<file path="src/hdl/npdi_pkg.sv">
package npdi_pkg;

  typedef enum logic [1:0] {
    OP_TRIAL        = 2'd0,
    OP_COMMIT       = 2'd1,
    OP_REVERT_LAST  = 2'd2,
    OP_REVERT_START = 2'd3
  } op_t;

  localparam logic [2:0] MODE_FORCE     = 3'd0;
  localparam logic [2:0] MODE_DEFO      = 3'd1;
  localparam logic [2:0] MODE_PLAS_DEFO = 3'd2;
  localparam logic [2:0] MODE_ENERGY    = 3'd3;
  localparam logic [2:0] MODE_PLAS_EN   = 3'd4;

  localparam logic [1:0] CFG_POS_LIMIT = 2'd0;
  localparam logic [1:0] CFG_NEG_LIMIT = 2'd1;
  localparam logic [1:0] CFG_MODE      = 2'd2;

  localparam logic signed [47:0] S48_MAX = 48'sh7FFF_FFFF_FFFF;
  localparam logic signed [47:0] S48_MIN = 48'sh8000_0000_0000;

  typedef struct packed {
    logic load;
    logic misc;
    logic mul;
    logic energy;
    logic div_start;
    logic div_norm;
    logic scalar;
    logic dmg_sat;
    logic dmg_take;
    logic finish;
    logic out_load;
  } cmd_t;

  typedef struct packed {
    logic op_trial;
    logic need_div;
    logic norm_sat;
    logic div_done;
  } sts_t;

  function automatic logic signed [47:0] sat48(input logic signed [49:0] v);
    logic signed [47:0] r;
    if (v > 50'(S48_MAX)) r = S48_MAX;
    else if (v < 50'(S48_MIN)) r = S48_MIN;
    else r = v[47:0];
    return r;
  endfunction

endpackage

</file>
<file path="src/hdl/npdi_ctrl.sv">
module npdi_ctrl (
  input  logic           clk,
  input  logic           rst_n,
  input  logic           in_valid,
  output logic           in_stall,
  output logic           out_valid,
  input  logic           out_stall,
  input  npdi_pkg::sts_t sts,
  output npdi_pkg::cmd_t cmd
);
  import npdi_pkg::*;

  typedef enum logic [3:0] {
    ST_IDLE, ST_DECODE, ST_MUL, ST_ENERGY, ST_DIV1, ST_DIV1_WAIT,
    ST_SCALAR, ST_NORM, ST_DIV2_WAIT, ST_FINISH, ST_DONE
  } state_t;

  state_t state_r, state_nxt;
  logic   out_valid_r, out_valid_nxt;

  always_comb begin
    cmd       = '0;
    state_nxt = state_r;
    case (state_r)
      ST_IDLE: begin
        if (in_valid) begin
          cmd.load  = 1'b1;
          state_nxt = ST_DECODE;
        end
      end
      ST_DECODE: begin
        if (sts.op_trial) begin
          state_nxt = ST_MUL;
        end else begin
          cmd.misc  = 1'b1;
          state_nxt = ST_DONE;
        end
      end
      ST_MUL: begin
        cmd.mul   = 1'b1;
        state_nxt = ST_ENERGY;
      end
      ST_ENERGY: begin
        cmd.energy = 1'b1;
        state_nxt  = ST_DIV1;
      end
      ST_DIV1: begin
        if (sts.need_div) begin
          cmd.div_start = 1'b1;
          state_nxt     = ST_DIV1_WAIT;
        end else begin
          state_nxt = ST_SCALAR;
        end
      end
      ST_DIV1_WAIT: begin
        if (sts.div_done) state_nxt = ST_SCALAR;
      end
      ST_SCALAR: begin
        cmd.scalar = 1'b1;
        state_nxt  = ST_NORM;
      end
      ST_NORM: begin
        // An out-of-range quotient or a zero divisor saturates without dividing.
        if (sts.norm_sat) begin
          cmd.dmg_sat = 1'b1;
          state_nxt   = ST_FINISH;
        end else begin
          cmd.div_start = 1'b1;
          cmd.div_norm  = 1'b1;
          state_nxt     = ST_DIV2_WAIT;
        end
      end
      ST_DIV2_WAIT: begin
        if (sts.div_done) begin
          cmd.dmg_take = 1'b1;
          state_nxt    = ST_FINISH;
        end
      end
      ST_FINISH: begin
        cmd.finish = 1'b1;
        state_nxt  = ST_DONE;
      end
      ST_DONE: begin
        if (!out_valid_r || !out_stall) begin
          cmd.out_load = 1'b1;
          state_nxt    = ST_IDLE;
        end
      end
      default: state_nxt = ST_IDLE;
    endcase
  end

  assign out_valid_nxt = cmd.out_load | (out_valid_r & out_stall);

  always_ff @(posedge clk) begin
    if (!rst_n) begin
      state_r     <= ST_IDLE;
      out_valid_r <= 1'b0;
    end else begin
      state_r     <= state_nxt;
      out_valid_r <= out_valid_nxt;
    end
  end

  assign in_stall  = (state_r != ST_IDLE);
  assign out_valid = out_valid_r;
endmodule

</file>
<file path="config.mk">
export PLATFORM = sky130hd
export DESIGN_NAME = npdi_ctrl
export DESIGN_NICKNAME = d
export VERILOG_FILES = /design/src/hdl/npdi_pkg.sv /design/src/hdl/npdi_ctrl.sv
export SDC_FILE = /design/constraint.sdc
export NUM_CORES = 1
export LEC_CHECK = 0
export BUFFER_PORTS_ARGS = -buffer_cell sky130_fd_sc_hd__buf_4
export CAP_MARGIN = 20
export CORE_AREA = 5 5 42 44
export DETAILED_ROUTE_END_ITERATION = 6
export DIE_AREA = 0 0 47 49
export GPL_ROUTABILITY_DRIVEN = 0
export SYNTH_ARGS = -nofsm -noshare
export SYNTH_HDL_FRONTEND = slang
export SYNTH_SLANG_ARGS = --single-unit
</file>
<file path="constraint.sdc">
create_clock -name clk -period 3.4 [get_ports clk]
set_input_delay 0.68 -clock clk [delete_from_list [all_inputs] [get_ports clk]]
set_output_delay 0.68 -clock clk [all_outputs]
set_load 0.005 [all_outputs]
</file>
==> flow_summary_export.csv, run 1 <==
group,metric,value,unit
run_status,status,"finished clean",
setup_path,slowest_stage,"dfxtp_1",
timing,min_period,2.20,ns
power_and_ir_drop,leakage,0.277,nW
routing,wl_per_cell,12.4,um
power_and_ir_drop,powerDensity,663,nW/um^2
synthesis,synthTopCellsByCount,"nor2_1 (9), a21oi_1 (6), dfxtp_1 (5), inv_1 (5)",
cts,cts_tree,"done",
synthesis,ys_ff_latch,5,
final_layout,final_cells,99,
routing,drtPass1Iterations,4,
timing,fmax,0.455,GHz
final_layout,syn_to_final_growth,40.4,%
synthesis,synth_top_family_by_area,"simple AND/OR/NAND/NOR gates",
setup_path,crit_path_end_kind,"primary output",
cts,clock-sinks,5,
routing,vias_per_cell,5.37,
cts,holdBufCountCts,0,
power_and_ir_drop,peakVddDrop,0.000248,V
synthesis,ys_types,29,
setup_path,crit_family,"flip-flops",
setup_path,worstPathCellList,"nand2_1, nor2_1, a21oi_1, nor3b_1, buf_4",
synthesis,synthMuxAreaShare,0,
cts,cts_buffers,3,
place,dpl.cell_count,95,
global_routing,grt_pass1_vias,500,
die,ioPinCount,21,
routing,ant_nets,0,
synthesis,synth_area_leaders,"dfxtp_1 (23%), nor2_1 (7.6%), a21oi_1 (6.8%)",
synthesis,synth_xor_area_frac,0.0198,
timing,slew_headroom,0.653,
timing,fin_crit_sh,0.646,
synthesis,async_flop_share,0,
cts,post_cts_buffers,0,
power_and_ir_drop,finalPower,0.412,mW
routing,drt-total-wl,1.23,mm
timing,grt_setup_unrepaired,"no",
setup_path,crit_required,2.72,ns
timing,fin_tns_setup,0,ns
synthesis,yosys.area_share.simple,0.472,
global_routing,grt_max_degree,17,
final_layout,drive_above_1_share,0.313,
die,die_y,49,um
die,initial_core_util,0.316,
synthesis,synth_top_area_cell,"dfxtp_1",
flow_run,cap_viol_max_count,0,
setup_path,start_kind,"flip-flop",
synthesis,ys.flop_type,"dfxtp_1",
cts,clk-insertion-delay-late,0.25,ns
cts,post_cts_resized,0,
global_routing,antenna_found_initial,0,
synthesis,synth.most_common_cell,"nor2_1",
final_layout,num-nets-final,92,
cts,clockBufferDepth,2,
die,core,1400,sq um
global_routing,grt_pass1_wl,2.10,mm
setup_path,cp_slowest_stage_delay,0.64,ns
timing,maxSlewViolCount,0,
synthesis,avgSynthCellArea,7.03,sq um
global_routing,track_usage,0.122,
routing,drtIter0Drc,5,
place,portBuffers,20,
cts,clock-root-buffer,"clkbuf_4",
setup_path,path_class,"reg -> out",
synthesis,syn_inst,63,
final_layout,n_antenna_cell,0,
timing,setup_viol,0,
cts,h-tree-depth,1,
synthesis,yosys_warnings,0,
die,rows,14,
synthesis,synth_edf_count,0,
synthesis,synthesis.area,443,sq um
timing,worst_clock_skew,0.00153,ns
global_routing,overflow,0,
place,dp_hpwl,912,um
routing,drcViolationCount,0,
die,dieArea,2300,sq um
setup_path,cp_max_fo,16,
synthesis,synthAdderAreaFrac,0,
setup_path,arrival,1.52,ns
routing,vias,532,
synthesis,synth_seq_area_share,0.226,
synthesis,synth-compound-area-share,0.201,
setup_path,crit_buf_inv,1,
synthesis,synth_top_area_frac,0.226,
min_path,min_path_type,"reg -> reg",
timing,tightestPinTransition,0.520,ns
die,die-width,47,um
timing,report.final.hold_viol_count,0,
synthesis,synth_nets,71,
cts,clk_pin_slew,0.04,ns
setup_path,r2r_slack,1.77,ns
-- metal layers --
layer	GRT usage	wire length [um]	vias to the layer above
li1	-	-	271
met1	0.158	551	238
met2	0.174	555	20
met3	0.0443	103	3
met4	0.0553	19	0
met5	0	0	-
-- metrics by stage --
stage | utilization | hold slack [ns] | setup WS (ns) | area, sq um
after floorplan | - | 0.511 | 1.59 | 443
after global placement | 0.425 | 0.533 | 1.47 | 596
final | 0.444 | 0.532 | 1.20 | 622
after CTS | 0.444 | 0.534 | 1.18 | 622
after detailed placement | 0.425 | 0.527 | 1.44 | 596
after global routing | 0.444 | 0.561 | 1.02 | 622
-- power breakdown --
group	leakage, nW	switching, mW	internal [mW]
clock network	0.0150	0.0269	0.0445
logic	0.221	0.0817	0.122
registers	0.0410	0.0611	0.0759
total	0.277	0.170	0.243
-- logic make-up after synthesis --
logic type / Yosys count
compound gates: 14
xor+xnor: 1
flops: 5
simple gates: 34
buf+inv: 9
-- sequential cells by signal, indices dropped and copies added (netlist names) --
| name | flops |
|---|---|
| state_r | 4 |
| out_valid | 1 |
-- tightest hold or removal path, stage by stage, from the launching register on --
cell,delay (ns)
dfxtp_1,0.31
nand2_1,0.10
a21oi_1,0.07
-- worst paths after layout --
path                     end        from  cells after the start
setup / recovery      cmd[6]  state_r[1]                      5
hold reg to reg    out_valid   out_valid                      2
hold / removal     out_valid   out_valid                      2
setup reg to reg  state_r[3]  state_r[2]                      4
-- cell usage in the layout (no fill, tap or decap) --
master / netlist / routed
a21oi_1: 6 / 6
nor2_1: 9 / 9
nor4_1: 1 / 1
and3b_1: 1 / 1
o21ai_1: 3 / 3
inv_1: 5 / 5
nor3b_1: 4 / 4
xor2_1: 1 / 1
and3b_2: 1 / 1
o211ai_1: 1 / 1
or2_1: 1 / 1
nand2b_1: 2 / 2
and3_1: 1 / 1
nand4b_1: 1 / 1
nand4bb_2: 1 / 1
clkbuf_4: 0 / 3
clkbuf_1: 2 / 1
nor3_1: 4 / 4
buf_4: 0 / 20
nand2_1: 3 / 3
o32a_1: 1 / 1
and4b_1: 1 / 1
dfxtp_1: 5 / 5
or3_1: 1 / 1
nand4_1: 1 / 1
or4_4: 1 / 1
nand3_1: 1 / 1
o22a_1: 1 / 1
o31a_1: 1 / 1
a311oi_1: 1 / 1
-- final cells by class --
class,instances,area (sq um)
Clock buffer,4,26.3
Fill cell,163,779
Inverter,5,18.8
Multi-Input combinational cell,49,307
Sequential cell,5,100
Tap cell,16,20.0
Timing Repair Buffer,20,150
No activity file was read; power rests on OpenSTA's default activity.
==> inputs of run 2 (changes only) <==
--- a/config.mk
+++ b/config.mk
@@ -5,6 +5,7 @@
 export SDC_FILE = /design/constraint.sdc
 export NUM_CORES = 1
 export LEC_CHECK = 0
+export ABC_AREA = 1
 export BUFFER_PORTS_ARGS = -buffer_cell sky130_fd_sc_hd__buf_4
 export CAP_MARGIN = 20
 export CORE_AREA = 5 5 42 44
==> constraint.sdc (replaced) <==
create_clock -name clk -period 2 [get_ports clk]
set_input_delay 0.4 -clock clk [delete_from_list [all_inputs] [get_ports clk]]
set_output_delay 0.4 -clock clk [all_outputs]
set_load 0.005 [all_outputs]
==> flow_summary_export.csv, run 2 <==
group,metric,value,unit
synthesis,ys_ff_latch,5,
power_and_ir_drop,peakVddDrop,0.000498,V
synthesis,synth_area_leaders,"dfxtp_1 (22%), nand3_2 (11%), inv_1 (10%)",
place,dp_hpwl,979,um
global_routing,track_usage,0.110,
final_layout,postLayoutCoreUtil,0.460,
die,rows,14,
cts,clk_pin_slew,0.05,ns
place,dp_slack,0.553,ns
setup_path,crit_path_end_kind,"primary output",
setup_path,ff2ff_path_depth,6,
synthesis,ys.flop_type,"dfxtp_1",
routing,drtPass1Iterations,2,
synthesis,synth.most_common_cell,"inv_1",
routing,vias_per_cell,4.54,
cts,clockBufferDepth,2,
cts,clock-root-buffer,"clkbuf_4",
synthesis,async_flop_share,0,
setup_path,r2r-end,"state_r[3]",
cts,cts_buffers,3,
setup_path,r2r_slack,0.83,ns
final_layout,syn_to_final_growth,43.9,%
routing,wl_per_cell,10.2,um
cts,holdBufCountCts,0,
die,die_y,49,um
die,ioPinCount,21,
timing,maxSlewViolCount,0,
timing,fin_tns_setup,0,ns
run_status,status,"finished clean",
cts,h-tree-depth,1,
setup_path,rr_startpoint,"state_r[1]",
final_layout,final_common_cell,"buf_4",
timing,setup_ws,0.278,ns
timing,worst_clock_skew,0.00193,ns
cts,clk-insertion-delay-late,0.25,ns
setup_path,arrival,1.32,ns
routing,ant_nets,0,
synthesis,synthesis.area,448,sq um
final_layout,drive_above_1_share,0.448,
final_layout,num-nets-final,105,
timing,slew_headroom,0.806,
timing,tightestPinTransition,0.291,ns
die,die-width,47,um
routing,vias,508,
final_layout,top_register,"state_r",
flow_run,cap_viol_max_count,0,
timing,grt_setup_unrepaired,"no",
synthesis,synth_edf_count,0,
synthesis,avgSynthCellArea,6.22,sq um
setup_path,cp_max_fo,6,
timing,fmax,0.581,GHz
setup_path,critPathLaunch,"state_r[1]",
cts,post_cts_resized,0,
setup_path,start_kind,"flip-flop",
power_and_ir_drop,powerDensity,1080,nW/um^2
die,initial_core_util,0.320,
global_routing,antenna_found_initial,0,
setup_path,setup.worst_path.end,"cmd[6]",
final_layout,final_cell_mix,"buf_4 (20), inv_1 (12), nand2_1 (11), nor2_1 (9), nand3_1 (7)",
setup_path,path_class,"reg -> out",
min_path,min_path_type,"in -> reg",
synthesis,synth_seq_area_share,0.223,
final_layout,n_antenna_cell,0,
synthesis,ys_types,17,
place,portBuffers,20,
global_routing,grt_pass1_wl,1.84,mm
cts,post_cts_buffers,0,
synthesis,synth_nets,80,
synthesis,synth_top_area_cell,"dfxtp_1",
timing,min_period,1.72,ns
cts,clock-sinks,5,
power_and_ir_drop,leakage,0.359,nW
power_and_ir_drop,finalPower,0.696,mW
final_layout,largest_reg_flops,4,
setup_path,crit_required,1.60,ns
die,dieArea,2300,sq um
synthesis,synthTopCellsByCount,"inv_1 (12), nand2_1 (11), nor2_1 (9)",
synthesis,syn_inst,72,
synthesis,yosys_warnings,0,
routing,drcViolationCount,0,
global_routing,overflow,0,
final_layout,n_fill_cell,151,
die,core,1400,sq um
global_routing,grt_max_degree,8,
cts,cts_tree,"done",
timing,setup_viol,0,
timing,report.final.hold_viol_count,0,
global_routing,grt_pass1_vias,477,
synthesis,synth_top_area_frac,0.223,
routing,drtIter0Drc,5,
timing,fin_crit_sh,0.861,
routing,drt-total-wl,1.15,mm
run 2: cell count changes after synthesis, moves of 5 or more:
cell     before  now
nand2_1       3   11
nand3_1       1    7
inv_1         5   12
inv_2         0    5
nand3_2       0    5
run 2: logic make-up after synthesis:
| kind of cell | Yosys count | share of synthesized area |
|---|---|---|
| and+or+nand+nor | 42 | 0.514 |
| DFF | 5 | 0.223 |
| buffers and inverters | 17 | 0.142 |
| AOI/OAI and AO/OA | 8 | 0.120 |
run 2: cell type report:
cell class / instances / area, sq um / area share
inverters: 17 / 63.8 / 0.0990
repair buffers: 20 / 150 / 0.233
clock buffers: 4 / 26.3 / 0.0408
multi-input cells: 50 / 284 / 0.441
well taps: 16 / 20.0 / 0.0311
flip-flops and latches: 5 / 100 / 0.155
run 2: layer usage:
metal	part of all wire	track usage	up-vias
li1	-	-	275
met1	0.46	0.145	210
met2	0.45	0.156	20
met3	0.061	0	3
met4	0.026	0.0968	0
met5	0	0	-
run 2: power breakdown:
part	internal, mW	total [mW]	switching [mW]	leakage, nW
Sequential	0.126	0.165	0.0388	0.0408
Clock	0.0758	0.123	0.0469	0.0150
Combinational	0.170	0.409	0.238	0.303
Total	0.372	0.696	0.324	0.359
run 2: worst min path at each step:
stage | startpoint | to | slack, ns | cells after the start
floorplan | out_valid | out_valid | 0.48 | 2
global placement | out_valid | out_valid | 0.48 | 2
detailed placement | out_valid | out_valid | 0.49 | 2
CTS | rst_n | state_r[2] | 0.37 | 2
global route | rst_n | state_r[2] | 0.38 | 2
finish | rst_n | state_r[2] | 0.37 | 2
run 2: per-stage QoR:
step / area, sq um / instances / hold slack (ns)
2_1_floorplan: 448 / 72 / 0.481
3_3_place_gp: 618 / 108 / 0.479
3_5_place_dp: 618 / 108 / 0.490
4_1_cts: 644 / 112 / 0.371
5_1_grt: 644 / 112 / 0.383
6_report: 644 / 112 / 0.369
run 2: worst max-delay path, cell delays in order (launching register included):
cell and delay (ns):
dfxtp_1 0.45, nand2_1 0.11, inv_1 0.11, nand2_1 0.10, o21ai_0 0.17, buf_4 0.14
==> inputs of run 3 (changes only) <==
--- a/config.mk
+++ b/config.mk
@@ -8,10 +8,14 @@
 export ABC_AREA = 1
 export BUFFER_PORTS_ARGS = -buffer_cell sky130_fd_sc_hd__buf_4
 export CAP_MARGIN = 20
-export CORE_AREA = 5 5 42 44
+export CELL_PAD_IN_SITES_DETAIL_PLACEMENT = 1
+export CELL_PAD_IN_SITES_GLOBAL_PLACEMENT = 2
+export CORE_ASPECT_RATIO = 1.25
+export CORE_MARGIN = 5
+export CORE_UTILIZATION = 19
 export DETAILED_ROUTE_END_ITERATION = 6
-export DIE_AREA = 0 0 47 49
 export GPL_ROUTABILITY_DRIVEN = 0
+export PLACE_DENSITY_LB_ADDON = 0.1
 export SYNTH_ARGS = -nofsm -noshare
 export SYNTH_HDL_FRONTEND = slang
 export SYNTH_SLANG_ARGS = --single-unit
==> flow_summary_export.csv, run 3 (synthesized netlist as in run 2, its figures left out) <==
group,metric,value,unit
timing,report.final.hold_viol_count,0,
global_routing,grt_pass1_wl,2.27,mm
setup_path,path_class,"reg -> out",
global_routing,grt_max_degree,8,
die,dieArea,3430,sq um
timing,grt_setup_unrepaired,"no",
flow_run,cap_viol_max_count,0,
global_routing,met3_usage,0.0209,
power_and_ir_drop,leakage,0.359,nW
place,portBuffers,20,
cts,holdBufCountCts,0,
timing,fin_tns_setup,0,ns
setup_path,crit_path_end_kind,"primary output",
cts,post_cts_buffers,0,
final_layout,final_common_cell,"buf_4",
routing,drtPass1Iterations,2,
global_routing,antenna_found_initial,0,
routing,drt-total-wl,1.32,mm
die,core,2230,sq um
global_routing,track_usage,0.0887,
cts,clock-sinks,5,
final_layout,syn_to_final_growth,48.0,%
cts,clock-root-buffer,"clkbuf_4",
timing,maxSlewViolCount,0,
cts,cts_buffers,3,
timing,hold_ws,0.376,ns
power_and_ir_drop,powerDensity,1050,nW/um^2
setup_path,arrival,1.32,ns
die,initial_core_util,0.200,
routing,drcViolationCount,0,
timing,setup_viol,0,
timing,tightestPinTransition,0.270,ns
final_layout,n_antenna_cell,0,
routing,ant_nets,0,
power_and_ir_drop,finalPower,0.697,mW
global_routing,use_met2,0.144,
cts,clk_pin_slew,0.05,ns
final_layout,num-nets-final,105,
routing,wl_per_cell,10.4,um
final_layout,largest_reg_flops,4,
final_layout,final_cell_mix,"buf_4 (20), inv_1 (12), nand2_1 (11), nor2_1 (9), nand3_1 (7)",
routing,vias,531,
global_routing,globalRoute.busiestLayer,"met2",
timing,worst_clock_skew,0.00564,ns
cts,clockBufferDepth,2,
setup_path,crit_required,1.60,ns
timing,slew_headroom,0.819,
place,dpl.cell_count,123,
power_and_ir_drop,peakVddDrop,0.000399,V
global_routing,met1_usage,0.108,
final_layout,postLayoutCoreUtil,0.297,
routing,vias_per_cell,4.18,
global_routing,grt_pass1_vias,537,
final_layout,drive_above_1_share,0.448,
run_status,status,"finished clean",
die,rows,19,
cts,h-tree-depth,1,
timing,fin_crit_sh,0.861,
global_routing,overflow,0,
routing,drtIter0Drc,6,
min_path,min_path_type,"in -> reg",
cts,clk-insertion-delay-late,0.24,ns
timing,setup_ws,0.278,ns
place,dp_slack,0.502,ns
final_layout,top_register,"state_r",
die,die-width,53.4,um
timing,min_period,1.72,ns
die,ioPinCount,21,
setup_path,cp_max_fo,6,
place,placed_area,637,sq um
timing,fmax,0.581,GHz
final_layout,final_cells,127,
setup_path,start_kind,"flip-flop",
place,dp_hpwl,1.18,mm
final_layout,fin_area,663,sq um
cts,post_cts_resized,0,
cts,cts_tree,"done",
die,die_y,64.3,um
==> run 3: worst max-delay path, stage by stage, from the launching register on <==
cell and delay [ns]:
dfxtp_1 0.46, nand2_1 0.12, inv_1 0.11, nand2_1 0.10
o21ai_0 0.16, buf_4 0.13
==> run 3: worst paths after layout <==
path               from         end  slack, ns  depth (start not counted)
max          state_r[1]      cmd[6]       0.28                          5
min               rst_n  state_r[2]       0.38                          2
max reg2reg  state_r[3]  state_r[1]       0.77                          7
min reg2reg   out_valid   out_valid       0.49                          2
==> run 3: area by class of cell <==
| cell class | instances | area (sq um) |
|---|---|---|
| Tap cell | 31 | 38.8 |
| Timing Repair Buffer | 20 | 150 |
| Inverter | 17 | 63.8 |
| Sequential cell | 5 | 100 |
| Clock buffer | 4 | 26.3 |
| Multi-Input combinational cell | 50 | 284 |
| Fill cell | 326 | 1570 |
==> run 3: power by group <==
| part | internal, mW | switching (mW) | leakage (nW) |
|---|---|---|---|
| Combinational | 0.170 | 0.243 | 0.303 |
| Clock | 0.0755 | 0.0429 | 0.0150 |
| Sequential | 0.126 | 0.0398 | 0.0408 |
| Total | 0.371 | 0.326 | 0.359 |
==> run 3: per-layer routing <==
metal | part of all wire | routed length [um]
met2 | 0.48 | 640
met4 | 0.011 | 15
met3 | 0.054 | 72
met1 | 0.45 | 595
met5 | 0 | 0
